[src/rtl/dpd_pkg.sv]
// Shared types, constants and calendar helpers for the date_plus_days unit.
// No dependencies; imported by dpd_ctrl, dpd_datapath and date_plus_days_unit.
package dpd_pkg;

	localparam int YEAR_W = 14;
	localparam int MONTH_W = 4;
	localparam int DAY_W = 5;
	localparam int ADD_W = 22;
	localparam int WORK_YEAR_W = 15;
	localparam int OFF_W = 23;
	localparam int IN_DATA_W = 48;
	localparam int OUT_DATA_W = 24;

	localparam logic [WORK_YEAR_W-1:0] YEAR_LIMIT = 15'd10000;
	localparam logic [WORK_YEAR_W-1:0] CYCLE_YEARS = 15'd400;
	localparam logic [OFF_W-1:0] CYCLE_DAYS = 23'd146097;
	localparam logic [YEAR_W-1:0] REM_MOD = 14'd400;
	localparam logic [YEAR_W-1:0] REM_LAST = 14'd399;
	localparam logic [MONTH_W-1:0] MONTHS = 4'd12;
	localparam logic [MONTH_W-1:0] MONTH_FEB = 4'd2;

	typedef enum logic [2:0] {
		ST_IDLE,
		ST_MOD,
		ST_CLAMP,
		ST_SUM,
		ST_CYC,
		ST_YEAR,
		ST_MON,
		ST_FIN
	} dpd_state_t;

	typedef struct packed {
		logic load;
		logic mod_step;
		logic clamp;
		logic sum_step;
		logic cyc_step;
		logic year_step;
		logic mon_init;
		logic mon_step;
		logic finish;
	} dpd_cmd_t;

	typedef struct packed {
		logic rem_ge;
		logic k_lt_m;
		logic off_ge_cyc;
		logic off_ge_year;
		logic mon_more;
		logic out_free;
	} dpd_status_t;

	// leap test on the year taken modulo 400
	function automatic logic leap_of(input logic [8:0] rem);
		return (rem[1:0] == 2'd0) && (rem != 9'd100) && (rem != 9'd200) && (rem != 9'd300);
	endfunction

	function automatic logic [DAY_W-1:0] month_len(input logic [MONTH_W-1:0] m,
			input logic leap);
		logic [DAY_W-1:0] n;
		case (m) inside
			MONTH_FEB: n = leap ? 5'd29 : 5'd28;
			4'd4, 4'd6, 4'd9, 4'd11: n = 5'd30;
			default: n = 5'd31;
		endcase
		return n;
	endfunction

endpackage

[src/rtl/date_plus_days_unit.sv]
// Top level of the Gregorian date-plus-days unit.
// Depends on dpd_pkg, dpd_ctrl and dpd_datapath.
//
//  group | dir | tdata (low bit up)                       | tuser
//  s_*   | in  | year, month, day, day count               | -
//  m_*   | out | year, month, day                          | out_of_range
//
// Each transfer walks in steps: the year is reduced modulo 400, the day is clamped, the
// lengths of the months before the start month are summed, whole 400-year cycles are
// stripped from the offset, then the remaining years (up to 399) and months (up to 11).
// Reset clears the sequencer and the output valid; the result register holds one result,
// and the walk waits in its last step while that result is not yet taken.
module date_plus_days_unit (
	input  logic        clk,
	input  logic        arst_n,
	input  logic        s_tvalid,
	output logic        s_tready,
	input  logic [47:0] s_tdata,  // year, month, day, day count, zero pad
	output logic        m_tvalid,
	input  logic        m_tready,
	output logic [23:0] m_tdata,  // year, month, day, zero pad
	output logic        m_tuser   // out_of_range
);
	import dpd_pkg::*;

	dpd_cmd_t          cmd;
	dpd_status_t       st;
	logic [YEAR_W-1:0]  res_year;
	logic [MONTH_W-1:0] res_month;
	logic [DAY_W-1:0]   res_day;

	dpd_ctrl u_ctrl (
		.clk      (clk),
		.arst_n   (arst_n),
		.in_valid (s_tvalid),
		.in_ready (s_tready),
		.st       (st),
		.cmd      (cmd)
	);

	dpd_datapath u_dp (
		.clk       (clk),
		.arst_n    (arst_n),
		.cmd       (cmd),
		.st        (st),
		.in_year   (s_tdata[13:0]),
		.in_month  (s_tdata[17:14]),
		.in_day    (s_tdata[22:18]),
		.in_add    (s_tdata[44:23]),
		.out_valid (m_tvalid),
		.out_ready (m_tready),
		.out_year  (res_year),
		.out_month (res_month),
		.out_day   (res_day),
		.out_range (m_tuser)
	);

	assign m_tdata = {1'b0, res_day, res_month, res_year};

endmodule

[src/rtl/dpd_ctrl.sv]
// Sequencer for the date walk: issues at most one datapath command per cycle.
// Depends on dpd_pkg.
module dpd_ctrl (
	input  logic                 clk,
	input  logic                 arst_n,
	input  logic                 in_valid,
	output logic                 in_ready,
	input  dpd_pkg::dpd_status_t st,
	output dpd_pkg::dpd_cmd_t    cmd
);
	import dpd_pkg::*;

	dpd_state_t state_q, state_d;

	always_ff @(posedge clk or negedge arst_n) begin
		if (!arst_n) begin
			state_q <= ST_IDLE;
		end else begin
			state_q <= state_d;
		end
	end

	always_comb begin
		state_d = state_q;
		cmd = '0;
		in_ready = 1'b0;
		case (state_q)
			ST_IDLE: begin
				in_ready = 1'b1;
				if (in_valid) begin
					cmd.load = 1'b1;
					state_d = ST_MOD;
				end
			end
			ST_MOD: begin
				if (st.rem_ge) begin
					cmd.mod_step = 1'b1;
				end else begin
					state_d = ST_CLAMP;
				end
			end
			ST_CLAMP: begin
				cmd.clamp = 1'b1;
				state_d = ST_SUM;
			end
			ST_SUM: begin
				if (st.k_lt_m) begin
					cmd.sum_step = 1'b1;
				end else begin
					state_d = ST_CYC;
				end
			end
			ST_CYC: begin
				if (st.off_ge_cyc) begin
					cmd.cyc_step = 1'b1;
				end else begin
					state_d = ST_YEAR;
				end
			end
			ST_YEAR: begin
				if (st.off_ge_year) begin
					cmd.year_step = 1'b1;
				end else begin
					cmd.mon_init = 1'b1;
					state_d = ST_MON;
				end
			end
			ST_MON: begin
				if (st.mon_more) begin
					cmd.mon_step = 1'b1;
				end else begin
					state_d = ST_FIN;
				end
			end
			ST_FIN: begin
				if (st.out_free) begin
					cmd.finish = 1'b1;
					state_d = ST_IDLE;
				end
			end
			default: begin
				state_d = ST_IDLE;
			end
		endcase
	end

`ifndef SYNTH
	a_one_cmd: assert property (@(posedge clk) disable iff (!arst_n)
		$onehot0(cmd))
		else $error("more than one datapath command");
	a_busy_stall: assert property (@(posedge clk) disable iff (!arst_n)
		(state_q != ST_IDLE) |-> !in_ready)
		else $error("input taken while busy");
	a_fin_free: assert property (@(posedge clk) disable iff (!arst_n)
		cmd.finish |-> st.out_free)
		else $error("result overwrites an untaken result");
`endif

endmodule

[src/rtl/dpd_datapath.sv]
// Date registers, calendar arithmetic and the output register.
// Depends on dpd_pkg; driven by dpd_ctrl.
module dpd_datapath (
	input  logic                         clk,
	input  logic                         arst_n,
	input  dpd_pkg::dpd_cmd_t            cmd,
	output dpd_pkg::dpd_status_t         st,
	input  logic [dpd_pkg::YEAR_W-1:0]   in_year,
	input  logic [dpd_pkg::MONTH_W-1:0]  in_month,
	input  logic [dpd_pkg::DAY_W-1:0]    in_day,
	input  logic [dpd_pkg::ADD_W-1:0]    in_add,
	output logic                         out_valid,
	input  logic                         out_ready,
	output logic [dpd_pkg::YEAR_W-1:0]   out_year,
	output logic [dpd_pkg::MONTH_W-1:0]  out_month,
	output logic [dpd_pkg::DAY_W-1:0]    out_day,
	output logic                         out_range
);
	import dpd_pkg::*;

	logic [WORK_YEAR_W-1:0] year_q;
	logic [YEAR_W-1:0]      rem_q;
	logic [MONTH_W-1:0]     m_q;
	logic [MONTH_W-1:0]     k_q;
	logic [DAY_W-1:0]       d_q;
	logic [ADD_W-1:0]       add_q;
	logic [OFF_W-1:0]       off_q;

	logic                   leap;
	logic [MONTH_W-1:0]     m_clamp;
	logic [DAY_W-1:0]       d_lim;
	logic [DAY_W-1:0]       d_clamp;
	logic [DAY_W-1:0]       k_len;
	logic [DAY_W-1:0]       m_len;
	logic [OFF_W-1:0]       year_len;
	logic                   over;

	assign leap = leap_of(rem_q[8:0]);
	assign m_clamp = (in_month == '0) ? 4'd1 : ((in_month > MONTHS) ? MONTHS : in_month);
	assign d_lim = month_len(m_q, leap);
	always_comb begin
		d_clamp = (d_q == '0) ? 5'd1 : d_q;
		if (d_clamp > d_lim) begin
			d_clamp = d_lim;
		end
	end
	assign k_len = month_len(k_q, leap);
	assign m_len = month_len(m_q, leap);
	assign year_len = leap ? 23'd366 : 23'd365;
	assign over = (year_q >= YEAR_LIMIT);

	assign st.rem_ge = (rem_q >= REM_MOD);
	assign st.k_lt_m = (k_q < m_q);
	assign st.off_ge_cyc = (off_q >= CYCLE_DAYS);
	assign st.off_ge_year = (off_q >= year_len);
	assign st.mon_more = (m_q < MONTHS) && (off_q >= OFF_W'(m_len));
	assign st.out_free = !out_valid || out_ready;

	always_ff @(posedge clk) begin
		if (cmd.load) begin
			year_q <= WORK_YEAR_W'(in_year);
			rem_q <= in_year;
			m_q <= m_clamp;
			d_q <= in_day;
			add_q <= in_add;
		end
		if (cmd.mod_step) begin
			rem_q <= rem_q - REM_MOD;
		end
		if (cmd.clamp) begin
			off_q <= OFF_W'(add_q) + OFF_W'(d_clamp) - 23'd1;
			k_q <= 4'd1;
		end
		if (cmd.sum_step) begin
			off_q <= off_q + OFF_W'(k_len);
			k_q <= k_q + 4'd1;
		end
		if (cmd.cyc_step) begin
			off_q <= off_q - CYCLE_DAYS;
			year_q <= year_q + CYCLE_YEARS;
		end
		if (cmd.year_step) begin
			off_q <= off_q - year_len;
			year_q <= year_q + 15'd1;
			rem_q <= (rem_q == REM_LAST) ? '0 : rem_q + 14'd1;
		end
		if (cmd.mon_init) begin
			m_q <= 4'd1;
		end
		if (cmd.mon_step) begin
			off_q <= off_q - OFF_W'(m_len);
			m_q <= m_q + 4'd1;
		end
		if (cmd.finish) begin
			out_year <= over ? '0 : year_q[YEAR_W-1:0];
			out_month <= over ? '0 : m_q;
			out_day <= over ? '0 : off_q[DAY_W-1:0] + 5'd1;
			out_range <= over;
		end
	end

	always_ff @(posedge clk or negedge arst_n) begin
		if (!arst_n) begin
			out_valid <= 1'b0;
		end else if (cmd.finish) begin
			out_valid <= 1'b1;
		end else if (out_ready) begin
			out_valid <= 1'b0;
		end
	end

`ifndef SYNTH
	a_rem_reduced: assert property (@(posedge clk) disable iff (!arst_n)
		cmd.clamp |-> (rem_q < REM_MOD))
		else $error("year remainder not reduced before clamp");
	a_mon_bound: assert property (@(posedge clk) disable iff (!arst_n)
		cmd.mon_step |-> (m_q < MONTHS))
		else $error("month walk beyond December");
`endif

endmodule
[config.mk]
export PLATFORM = sky130hd
export DESIGN_NAME = date_plus_days_unit
export DESIGN_NICKNAME = d
export VERILOG_FILES = /design/src/rtl/dpd_pkg.sv /design/src/rtl/date_plus_days_unit.sv /design/src/rtl/dpd_ctrl.sv /design/src/rtl/dpd_datapath.sv
export SDC_FILE = /design/constraint.sdc
export NUM_CORES = 1
export LEC_CHECK = 0
export ABC_AREA = 0
export BUFFER_PORTS_ARGS = -buffer_cell sky130_fd_sc_hd__buf_2
export CAP_MARGIN = 5
export CORE_UTILIZATION = 35
export DETAILED_ROUTE_END_ITERATION = 7
export PLACE_DENSITY_LB_ADDON = 0.15
export SYNTH_ARGS = -nofsm -noshare
export SYNTH_HDL_FRONTEND = slang
export SYNTH_SLANG_ARGS = --single-unit
[constraint.sdc]
create_clock -name clk -period 9.6 [get_ports clk]
set_clock_uncertainty 0.15 [all_clocks]
set_input_delay 1.92 -clock clk [delete_from_list [all_inputs] [get_ports clk]]
set_output_delay 1.92 -clock clk [all_outputs]
set_load 0.02 [all_outputs]
; ---- After elaboration in Yosys (flattened, before gate mapping)
; Cells that the tools add are included.
; Widths: inputs -> output; s select.
[word_totals]
regBits = 115
latch_bits = 0
ram_bits = 0
romBits = 0
in_bits = 52
out_inout_bits = 27
elab_cells = 136
mem_count = 0
[classes]
add_sub_neg = 13
multipliers = 0
n_div = 0
magnitude_cmp = 9
eq_ne = 28
n_shift = 0
muxes = 54
bitwise = 0
reduce_logical = 19
[op_table]
columns = op, count
row1 = $mux 23, 5
row2 = $mux 14, 4
row3 = $mux 15, 3
row4 = $mux 4, 7
row5 = $pmux 3 s8, 1
row6 = $add 22x5->23, 1
row7 = $add 23x5->23, 1
row8 = $ge 23x18->1 const B, 1
row9 = $ge 23x23->1, 1
row10 = $ge 23x5->1, 1
row11 = $sub 23x1->23 const B, 1
row12 = $sub 23x18->23 const B, 1
row13 = $sub 23x23->23, 1
row14 = $sub 23x5->23, 1
row15 = $mux 1, 21
row16 = $mux 3, 7
row17 = $mux 5, 4
row18 = $eq 4x3->1 const B, 4
row19 = $eq 4x4->1 const B, 4
row20 = $add 15x1->15 const B, 1
row21 = $add 15x9->15 const B, 1
row22 = $ge 15x14->1 const B, 1
row23 = $add 14x1->14 const B, 1
row24 = $eq 14x9->1 const B, 1
row25 = other kinds (29), 49

; ---- Logic depth before layout (Yosys ltp)
; Gate-level depths: netlist of the first run.
[logic_depth]
ltp_word = 15
mapped_depth = 24
ltp_nobuf = 24

; ---- Cells and area by module
; From an unflattened synthesis of the first run, not the netlist that was laid out.
[unflattened]
cells_unflattened = 1116
area_unflattened_um2 = 9704.3
[by_module_without_submodules]
columns = module, instances, cells_each, area_each_um2, seq_area_each_um2
row1 = dpd_datapath, 1, 1074, 9359.0, 3358.2
row2 = dpd_ctrl, 1, 40, 334.1, 75.1
row3 = date_plus_days_unit, 1, 2, 11.3, 0.0

; ---- Least setup slack after synthesis of the first run
; No wires, ideal clock.
[synth_path]
path_kind = reg-to-reg
startpoint = register u_dp.rem_q[4]
endpoint = register u_dp.off_q[19] (data pin)
setup_ps = 256
arrival_ps = 4925
required_ps = 9194
slack_ps = 4269
stages_incl_launch_ff = 24
path_buffers = 0
path_cell_list = edfxtp_1 > inv_1 > ha_1 > nand2_1 > o41ai_1 > a31oi_1 > o21ai_0 > o21ai_0 > ha_1 > a2111oi_0 > o21ai_0 > mux2_2 > ha_1 > inv_1 > ha_1 > fa_1 > a211o_1 > a211oi_1 > o211ai_1 > a31oi_1 > nor2_1 > mux2_2 > nand2_1 > a41o_1
[synth_via]
elab_chain_len = 15
word_cells_on_any_way = 29
cone_classes = add/sub: 5 / order compare: 3 / eq/ne: 3 / mux: 14 / reduce/logical: 4
[synth_lines]
columns = item, line_no
row1 = start: declaration, dpd_datapath.sv:22  ; logic [YEAR_W-1:0] rem_q;
row2 = start signal: assignment, dpd_datapath.sv:62  ; rem_q <= in_year;
row3 = start signal: assignment, dpd_datapath.sv:68  ; rem_q <= rem_q - REM_MOD;
row4 = start signal: assignment, dpd_datapath.sv:85  ; rem_q <= (rem_q == REM_LAST) ? '0 : rem_q + 14'd1;
row5 = $ne 9x7->1, dpd_pkg.sv:56  ; return (rem[1:0] == 2'd0) && (rem != 9'd100) && (rem != 9'd200) && (rem != 9'd300);
row6 = $logic_and 1x1->1 (2 in series), dpd_pkg.sv:56
row7 = $logic_and 1x1->1 *, dpd_pkg.sv:56
row8 = $mux 1, dpd_pkg.sv:63  ; MONTH_FEB: n = leap ? 5'd29 : 5'd28;
row9 = $mux 5, dpd_pkg.sv:62  ; case (m) inside
row10 = $gt 5x5->1, dpd_datapath.sv:43  ; if (d_clamp > d_lim) begin
row11 = $mux 5, dpd_datapath.sv:43
row12 = $add 22x5->23, dpd_datapath.sv:71  ; off_q <= OFF_W'(add_q) + OFF_W'(d_clamp) - 23'd1;
row13 = $sub 23x1->23, dpd_datapath.sv:71
row14 = $mux 23, dpd_datapath.sv:70  ; if (cmd.clamp) begin
row15 = $mux 23, dpd_datapath.sv:74  ; if (cmd.sum_step) begin
row16 = $mux 23, dpd_datapath.sv:78  ; if (cmd.cyc_step) begin
row17 = $mux 23, dpd_datapath.sv:82  ; if (cmd.year_step) begin
row18 = $mux 23 *, dpd_datapath.sv:90  ; if (cmd.mon_step) begin
row19 = end signal: assignment, dpd_datapath.sv:75  ; off_q <= off_q + OFF_W'(k_len);
row20 = end signal: assignment, dpd_datapath.sv:79  ; off_q <= off_q - CYCLE_DAYS;
row21 = end signal: assignment, dpd_datapath.sv:83  ; off_q <= off_q - year_len;
row22 = end: declaration, dpd_datapath.sv:27  ; logic [OFF_W-1:0] off_q;
; Mark *: on every way between the ends. The rest lies on a longest branch, timed or not. The select of a mux whose other input is x is not followed.
; A chain may end at the register's enable or synchronous reset.

; ---- Final worst setup path of the first run
[layout_path]
startpoint = register u_dp.rem_q[4]
endpoint = register u_dp.off_q[15] (data pin)
; The elaborated chain is that of the path after synthesis.

==> results of run 1 <==
-- synthesized netlist by cell type (8+ instances only) --
cell,number,share of area
sky130_fd_sc_hd__edfxtp_1,111,0.34
sky130_fd_sc_hd__nand2_1,106,0.041
sky130_fd_sc_hd__nor2_1,99,0.038
sky130_fd_sc_hd__o21ai_0,78,0.040
sky130_fd_sc_hd__inv_1,75,0.029
sky130_fd_sc_hd__a21oi_1,67,0.034
sky130_fd_sc_hd__ha_1,63,0.081
sky130_fd_sc_hd__nand3_1,44,0.023
sky130_fd_sc_hd__clkbuf_1,43,0.017
sky130_fd_sc_hd__xnor2_1,43,0.039
sky130_fd_sc_hd__xor2_1,27,0.024
sky130_fd_sc_hd__and2_1,23,0.015
sky130_fd_sc_hd__nor3_1,23,0.012
sky130_fd_sc_hd__a31oi_1,19,0.012
sky130_fd_sc_hd__o22ai_1,19,0.012
sky130_fd_sc_hd__a21o_1,17,0.013
sky130_fd_sc_hd__buf_2,17,0.0087
sky130_fd_sc_hd__o221ai_1,14,0.013
sky130_fd_sc_hd__a221oi_1,12,0.011
sky130_fd_sc_hd__and3_1,12,0.0077
sky130_fd_sc_hd__nand4_1,12,0.0077
sky130_fd_sc_hd__o211ai_1,12,0.0093
sky130_fd_sc_hd__nor2b_1,11,0.0071
sky130_fd_sc_hd__a211oi_1,10,0.0077
sky130_fd_sc_hd__o31ai_1,10,0.0077
sky130_fd_sc_hd__a221o_1,9,0.0093
sky130_fd_sc_hd__nand2b_1,9,0.0058
sky130_fd_sc_hd__o21a_1,8,0.0062
-- registers in the layout, indices dropped and copies added (netlist names) --
signal and cells:
u_ctrl.state_q 3, u_dp.add_q 22, u_dp.d_q 5, u_dp.k_q 4
u_dp.m_q 4, u_dp.off_q 23, u_dp.out_day 5, u_dp.out_month 4
u_dp.out_range 1, u_dp.out_valid 1, u_dp.out_year 14, u_dp.rem_q 14
u_dp.year_q 15
-- final cells by class --
type	instances	area (um^2)
Clock inverter	15	160
Sequential cell	115	3430
Clock buffer	17	425
Multi-Input combinational cell	864	5730
Fill cell	2786	16100
Inverter	75	282
Tap cell	372	465
Timing Repair Buffer	86	460
-- logic make-up after synthesis --
kind of cell / synth area share
other: 0.000386
XOR/XNOR: 0.0630
AO/OA/AOI/OAI: 0.235
AND/OR/NAND/NOR: 0.196
buffers and inverters: 0.0594
flip-flops: 0.353
multiplexers: 0.00463
adder cells (fa/ha/maj): 0.0893
-- layer usage --
metal  up-vias  routed length (um)  track usage
met2       284               13500        0.337
met3        29                1580       0.0334
met5         -                   0            0
met1      4163               13000        0.269
li1       4232                   -            -
met4         0                 493       0.0621
-- worst max-delay path: stages, from the launching register on --
cell                        delay [ns]
sky130_fd_sc_hd__edfxtp_1         0.44
sky130_fd_sc_hd__inv_1            0.12
sky130_fd_sc_hd__ha_1             0.24
sky130_fd_sc_hd__nand4b_1         0.10
sky130_fd_sc_hd__o31ai_1          0.08
sky130_fd_sc_hd__a31oi_1          0.60
sky130_fd_sc_hd__o21ai_0          0.15
sky130_fd_sc_hd__o21ai_0          0.54
sky130_fd_sc_hd__ha_1             0.35
sky130_fd_sc_hd__a2111oi_0        0.34
sky130_fd_sc_hd__o21ai_0          0.23
sky130_fd_sc_hd__mux2_2           0.32
sky130_fd_sc_hd__ha_1             0.27
sky130_fd_sc_hd__inv_1            0.04
sky130_fd_sc_hd__ha_1             0.22
sky130_fd_sc_hd__fa_1             0.43
sky130_fd_sc_hd__a211o_1          0.31
sky130_fd_sc_hd__a211oi_1         0.45
sky130_fd_sc_hd__o211ai_1         0.16
sky130_fd_sc_hd__a21o_1           0.22
sky130_fd_sc_hd__a31oi_1          0.21
sky130_fd_sc_hd__xnor2_1          0.17
sky130_fd_sc_hd__o31ai_1          0.27
sky130_fd_sc_hd__o221ai_1         0.16
-- stage by stage --
step / instance area [um^2] / std cells / hold slack [ns]
finish: 11000 / 1544 / 0.398
CTS: 11000 / 1544 / 0.408
global route: 11000 / 1544 / 0.435
floorplan: 9730 / 1122 / 0.430
global placement: 10400 / 1512 / 0.394
detailed placement: 10400 / 1512 / 0.392
-- report_power, final --
group	internal (mW)	total [mW]	switching, mW
Sequential	0.906	1.26	0.357
Clock	0.369	0.646	0.277
Combinational	0.822	2.22	1.40
-- worst max path at each step --
| stage | start | endpoint | slack (ns) |
|---|---|---|---|
| CTS | u_dp.rem_q[4]$_DFFE_PP_ | u_dp.off_q[15]$_DFFE_PP_ | 2.77 |
| detailed placement | u_dp.rem_q[4]$_DFFE_PP_ | u_dp.off_q[15]$_DFFE_PP_ | 2.78 |
| finish | u_dp.rem_q[4]$_DFFE_PP_ | u_dp.off_q[15]$_DFFE_PP_ | 2.74 |
| floorplan | u_dp.rem_q[4]$_DFFE_PP_ | u_dp.off_q[19]$_DFFE_PP_ | 4.27 |
| global placement | u_dp.rem_q[4]$_DFFE_PP_ | u_dp.off_q[15]$_DFFE_PP_ | 2.82 |
| global route | u_dp.rem_q[4]$_DFFE_PP_ | u_dp.off_q[15]$_DFFE_PP_ | 2.13 |
==> metrics list, run 1 <==
- The run finished with clean final reports.
- The floorplan has 60 rows.
* Reg-to-Reg Start: u_dp.rem_q[4]$_DFFE_PP_
- Largest voltage drop on the vdd net: 0.119 mV
- Share of flip-flops with an asynchronous set or reset after synthesis: 0.0348
* Vias: 8708
- In this run the number of H-tree levels came out at 4.
* DPL Wire Length: 20700 um
- In this run the static leakage power is 4.24 nW.
* TritonCTS buffer count: 17
- The number of global-route vias before repair was 8228.
- In this run, synthesis produced a sequential element count of 115.
* Antenna-violating nets left: 0
* Nets: 1278
- Ratio of final minimum period to clock period: 0.715
- Once the clock tree was built, the setup fixing pass inserted 0 buffers.
- Antenna cells: 0
- Core ar.: 27100 um^2
- At the worst endpoint, the arrival time is 6.86 ns.
* Width of the die: 169 um
* Root Buffer Master: sky130_fd_sc_hd__clkbuf_16
- Maximum number of pins on one net before global-route repair: 37
- Height of the die: 169 um
* Setup repair after global routing missed its margin: false
- Across all setup checks in the final design, the least slack found is 2.74 ns.
- Mapped Cells: 1122
* Clk sink count: 115
* CTS tree: yes
* Number of antenna violations at the first check in global routing: 0
- Violation count after the first detailed-routing iteration: 845
- Min Clock Period, post-route: 6.86 ns
- Sequential area share after synthesis: 0.353
- After clock tree synthesis, the flow added hold-fix buffers numbering 0.
- The number of nets in the synthesized netlist is 1241.
* Syn Area/Cell: 8.67 um^2
* DRC Markers: 0
- The worst setup path is captured at a register.
- For this run, the leading register cell type out of synthesis is sky130_fd_sc_hd__edfxtp_1.
* Worst slack, placed: 2.78 ns
- Worst hold path cell count: 2
* Count of different cell masters after synthesis: 83
- Routability cong.: 0.872
- CP required: 9.60 ns
* Commonest cells after routing, fill and taps aside: sky130_fd_sc_hd__edfxtp_1 (111), sky130_fd_sc_hd__nand2_1 (106), sky130_fd_sc_hd__nor2_1 (99)
- Warning count from the yosys run: 0
- Leading cell type in the layout, fill and taps excluded: sky130_fd_sc_hd__edfxtp_1
* Total power: 4.13 mW
* Worst-path fanout max: 6
- Pin placement for this block handled 79 I/O pins.
* Total of cells resized after clock tree synthesis: 0
- Final Max Tran Viols: 0
- Initial core utilization: 0.359
- Power Dens Cells: 377 nW/um^2
- The min-delay analysis places its worst path in the category register to register.
- Flop2flop setup slack: 2.74 ns
* Total negative slack for setup checks: 0 ns
- The critical path is of the register to register type.
- Area Overhead vs Synth: 12.7%
- For this run, the top clock speed supported by timing is 146 MHz.
- Average detailed-routed wire length per instance: 18.5 um
- Capture endpoint of the worst hold path: u_dp.out_valid$_DFFE_PN0P_
* Number of enable flip-flop cells after synthesis: 111
- Logic depth of the worst register-to-register path: 23
- The first global-routing pass estimated 45200 um of wire.
- Slew at the pin closest to its max-slew limit: 1.13 ns
- Clock Pin Slew Worst Setup and Hold Paths: 0.07 ns
- Max-cap violations in this run came to 0.
* Core occupancy in the finished layout: 0.404
- The worst pin sits at a relative slew slack of 0.240.
- Dividing the detail-routed via count by the number of cells gives 5.64.
- Clock insertion delay at the later pin of the skew report: 0.43 ns
* Buffers on Ports: 74
- Number of hold violations in the final report: 0
* End of the worst register-to-register path: u_dp.off_q[15]$_DFFE_PP_
- Worst Hold Launch: u_dp.out_valid$_DFFE_PN0P_
* Overall fraction of global-route tracks in use: 0.203
* Number of iterations in the first detailed-routing pass: 6
- Total wirelength of the detailed-routed design: 28600 um
* Count of endpoints failing setup in the final report: 0
* Fraction of layout cells with a size suffix above 1: 0.123
* Floorplan die area: 28500 um^2
- The total overflow left after global routing is 0.
* CTS Buffer Depth: 2
- Synthesized area: 9730 um^2
* Kind of start point of the critical path: register
(Power assumes the default switching activity.)
==> run 2, diff against run 1 <==
==> constraint.sdc (replaced) <==
create_clock -name clk -period 5.6 [get_ports clk]
set_clock_uncertainty 0.15 [all_clocks]
set_input_delay 1.12 -clock clk [delete_from_list [all_inputs] [get_ports clk]]
set_output_delay 1.12 -clock clk [all_outputs]
set_load 0.02 [all_outputs]
==> run 2 against run 1 <==
Against the previous run: global-route usage grew 0.60 points; worst setup slack worse by 2.5 ns; clock power grew 70%; via count rose by 2.0%; cell count rose by 2.4%; largest cell class unchanged; worst hold slack lost 0.053 ns; wire length is 2.9% higher; clock-buffer cell count stayed put; combinational power grew 85%; register-to-register slack got worse by 2.5 ns; total power is 78% higher; first-iteration DRC count fell by 26%.
==> metrics list, run 2 (synthesis results as in run 1) <==
* Leakage power of the design: 4.44 nW (was 4.24 nW)
* Worst-path fanout max: 4 (was 6)
- CP required: 5.64 ns (was 9.60 ns)
- F_max: 187 MHz (was 146 MHz)
* Vias: 8881 (was 8708)
- The first-pass GRT wire length is 46200 um (was 45200 um).
- The placed standard-cell area came to 10600 um^2 (was 10400 um^2).
* Power Dens Cells: 645 nW/um^2 (was 377 nW/um^2)
- Final std cell area, no fill: 11400 um^2 (was 11000 um^2)
* Antenna cells: 0 (unchanged)
- The maximum vdd drop was 0.296 mV (was 0.119 mV).
- The clock tree from TritonCTS is yes (unchanged).
- DRC Markers: 0 (unchanged)
- The port buffer count came to 74 (unchanged).
* Number of flip-flops in the largest register: 23 (unchanged)
- The final routed wirelength across all metal layers is 29400 um (was 28600 um).
- DPL Wire Length: 21200 um (was 20700 um)
- The total grt overflow came to 0 (unchanged).
* CP arrival: 5.39 ns (was 6.86 ns)
* CTS H-tree depth: 4 (unchanged)
- Row cnt: 60 (unchanged)
- Overall fraction of global-route tracks in use: 0.209 (was 0.203)
- The final total negative setup slack was 0 ns (unchanged).
* Post-cts hold buffer count: 0 (unchanged)
- Core ar.: 27100 um^2 (unchanged)
- TritonCTS buffer count: 17 (unchanged)
- Average detailed-routed wire length per instance: 18.6 um (was 18.5 um)
- Top register by number of flip-flops: u_dp.off_q (unchanged)
- The combined buffer and inverter count along the critical path is 4 (was 2).
* Final Max Tran Viols: 0 (unchanged)
* Leading cell type in the layout, fill and taps excluded: sky130_fd_sc_hd__edfxtp_1 (unchanged)
* Setup repair after global routing missed its margin: true (was false)
- Stages on worst setup path: 25 (was 23)
- Root Buffer Master: sky130_fd_sc_hd__clkbuf_16 (unchanged)
- Via-per-instance ratio: 5.62 (was 5.64)
* Cell seen most often among critical-path stages: sky130_fd_sc_hd__ha_4 (was sky130_fd_sc_hd__ha_1)
- Number of iterations in the first detailed-routing pass: 5 (was 6)
- Slowest CP cell: sky130_fd_sc_hd__edfxtp_1 (was sky130_fd_sc_hd__a31oi_1)
* Height of the die: 169 um (unchanged)
- The clock network latency to the later pin of the worst-skew pair came to 0.44 ns (was 0.43 ns).
- The antenna violation net count after detailed routing came to 0 (unchanged).
- Nets: 1315 (was 1278)
* Violation count after the first detailed-routing iteration: 629 (was 845)
- The number of global-route vias before repair was 8623 (was 8228).
* Width of the die: 169 um (unchanged)
- Slew at the pin closest to its max-slew limit: 1.16 ns (was 1.13 ns)
- The depth of the worst register-to-register path came to 25 (was 23).
- The kind of capture point of the worst setup path is a register (unchanged).
- Outcome: finished clean (unchanged)
- Total of max-cap violations: 0 (unchanged)
- Commonest cells after routing, fill and taps aside: sky130_fd_sc_hd__edfxtp_1 (111), sky130_fd_sc_hd__nand2_1 (105), sky130_fd_sc_hd__nor2_1 (99) (was sky130_fd_sc_hd__edfxtp_1 (111), sky130_fd_sc_hd__nand2_1 (106), sky130_fd_sc_hd__nor2_1 (99))
- The critical path startpoint category was a register (unchanged).
- Count of endpoints failing setup in the final report: 0 (unchanged)
- CTS Buffer Depth: 2 (unchanged)
- Fraction of layout cells with a size suffix above 1: 0.166 (was 0.123)
- Class of the most critical hold timing path: primary input to async pin (was register to register)
- CP top delay family: compound AO/OA/AOI/OAI gates (unchanged)
* Maximum number of pins on one net before global-route repair: 37 (unchanged)
- Number of hold violations in the final report: 0 (unchanged)
- Clk sink count: 115 (unchanged)
- IO Pins: 79 (unchanged)
- Ratio of final minimum period to clock period: 0.957 (was 0.715)
- The stage delay of the slowest cell on the critical path is 0.40 ns (was 0.60 ns).
- Area Overhead vs Synth: 17.2% (was 12.7%)
- The end-of-flow core utilization is 0.421 (was 0.404).
- Final hold slack: 0.345 ns (was 0.398 ns)
- The die outline area was 28500 um^2 (unchanged).
* Initial core utilization: 0.359 (unchanged)
* Worst slew margin relative to its limit: 0.226 (was 0.240)
- The final estimated routing congestion in global placement is 0.887 (was 0.872).
- The clock transition at the registers of the reported paths came to 0.06 ns (was 0.07 ns).
- Registers with the most flip-flops: u_dp.off_q (23), u_dp.add_q (22), u_dp.year_q (15) (unchanged)
- The overall power after layout came to 7.35 mW (was 4.13 mW).
- Number of antenna violations at the first check in global routing: 0 (unchanged)
* Min Clock Period, post-route: 5.36 ns (was 6.86 ns)
- The classification of the worst setup path is register to register (unchanged).
## run 2: per-layer routing
layer | routed length, um | up-vias | global-route usage
li1 | - | 4316 | -
met1 | 13000 | 4241 | 0.272
met2 | 14000 | 273 | 0.350
met3 | 1570 | 51 | 0.0327
met4 | 773 | 0 | 0.0735
met5 | 0 | - | 0
## run 2: cell type report
class,instances,area (um^2)
clock buffers,17,425
clock inverters,15,161
fillers,2747,15700
inverters,75,282
multi-input cells,864,5900
flip-flops and latches,115,3430
well taps,372,465
repair buffers,123,742
## run 2: per-stage QoR
stage | std cells | worst slack, ns
after floorplan | 1122 | 0.269
after global placement | 1546 | -0.437
after detailed placement | 1546 | -0.605
after CTS | 1578 | 0.0179
after global routing | 1581 | -0.0329
final | 1581 | 0.243
## run 2: repair_timing
| action | in CTS | in global routing |
|---|---|---|
| setup buffers | 0 | 3 |
| endpoints found under the setup margin | 13 | 9 |
| pin swaps | 8 | 12 |
| gates resized for setup | 17 | 17 |
## run 2: path summary, 6_finish.rpt
kind,startpoint,slack [ns],to
hold reg to reg,u_dp.out_valid$_DFFE_PN0P_,0.39,u_dp.out_valid$_DFFE_PN0P_
max in group asynchronous,arst_n,4.82,u_ctrl.state_q[1]$_DFFE_PN0P_
hold / removal,arst_n,0.34,u_dp.out_valid$_DFFE_PN0P_
setup / recovery,u_dp.rem_q[4]$_DFFE_PP_,0.24,u_dp.off_q[19]$_DFFE_PP_
min in group clk,u_dp.out_valid$_DFFE_PN0P_,0.39,u_dp.out_valid$_DFFE_PN0P_
setup reg to reg,u_dp.rem_q[4]$_DFFE_PP_,0.24,u_dp.off_q[19]$_DFFE_PP_
## run 2: power by group
group          switching (mW)  internal, mW  total [mW]
registers               0.600          1.55        2.15
clock network           0.505         0.596        1.10
logic                    2.51          1.59        4.10
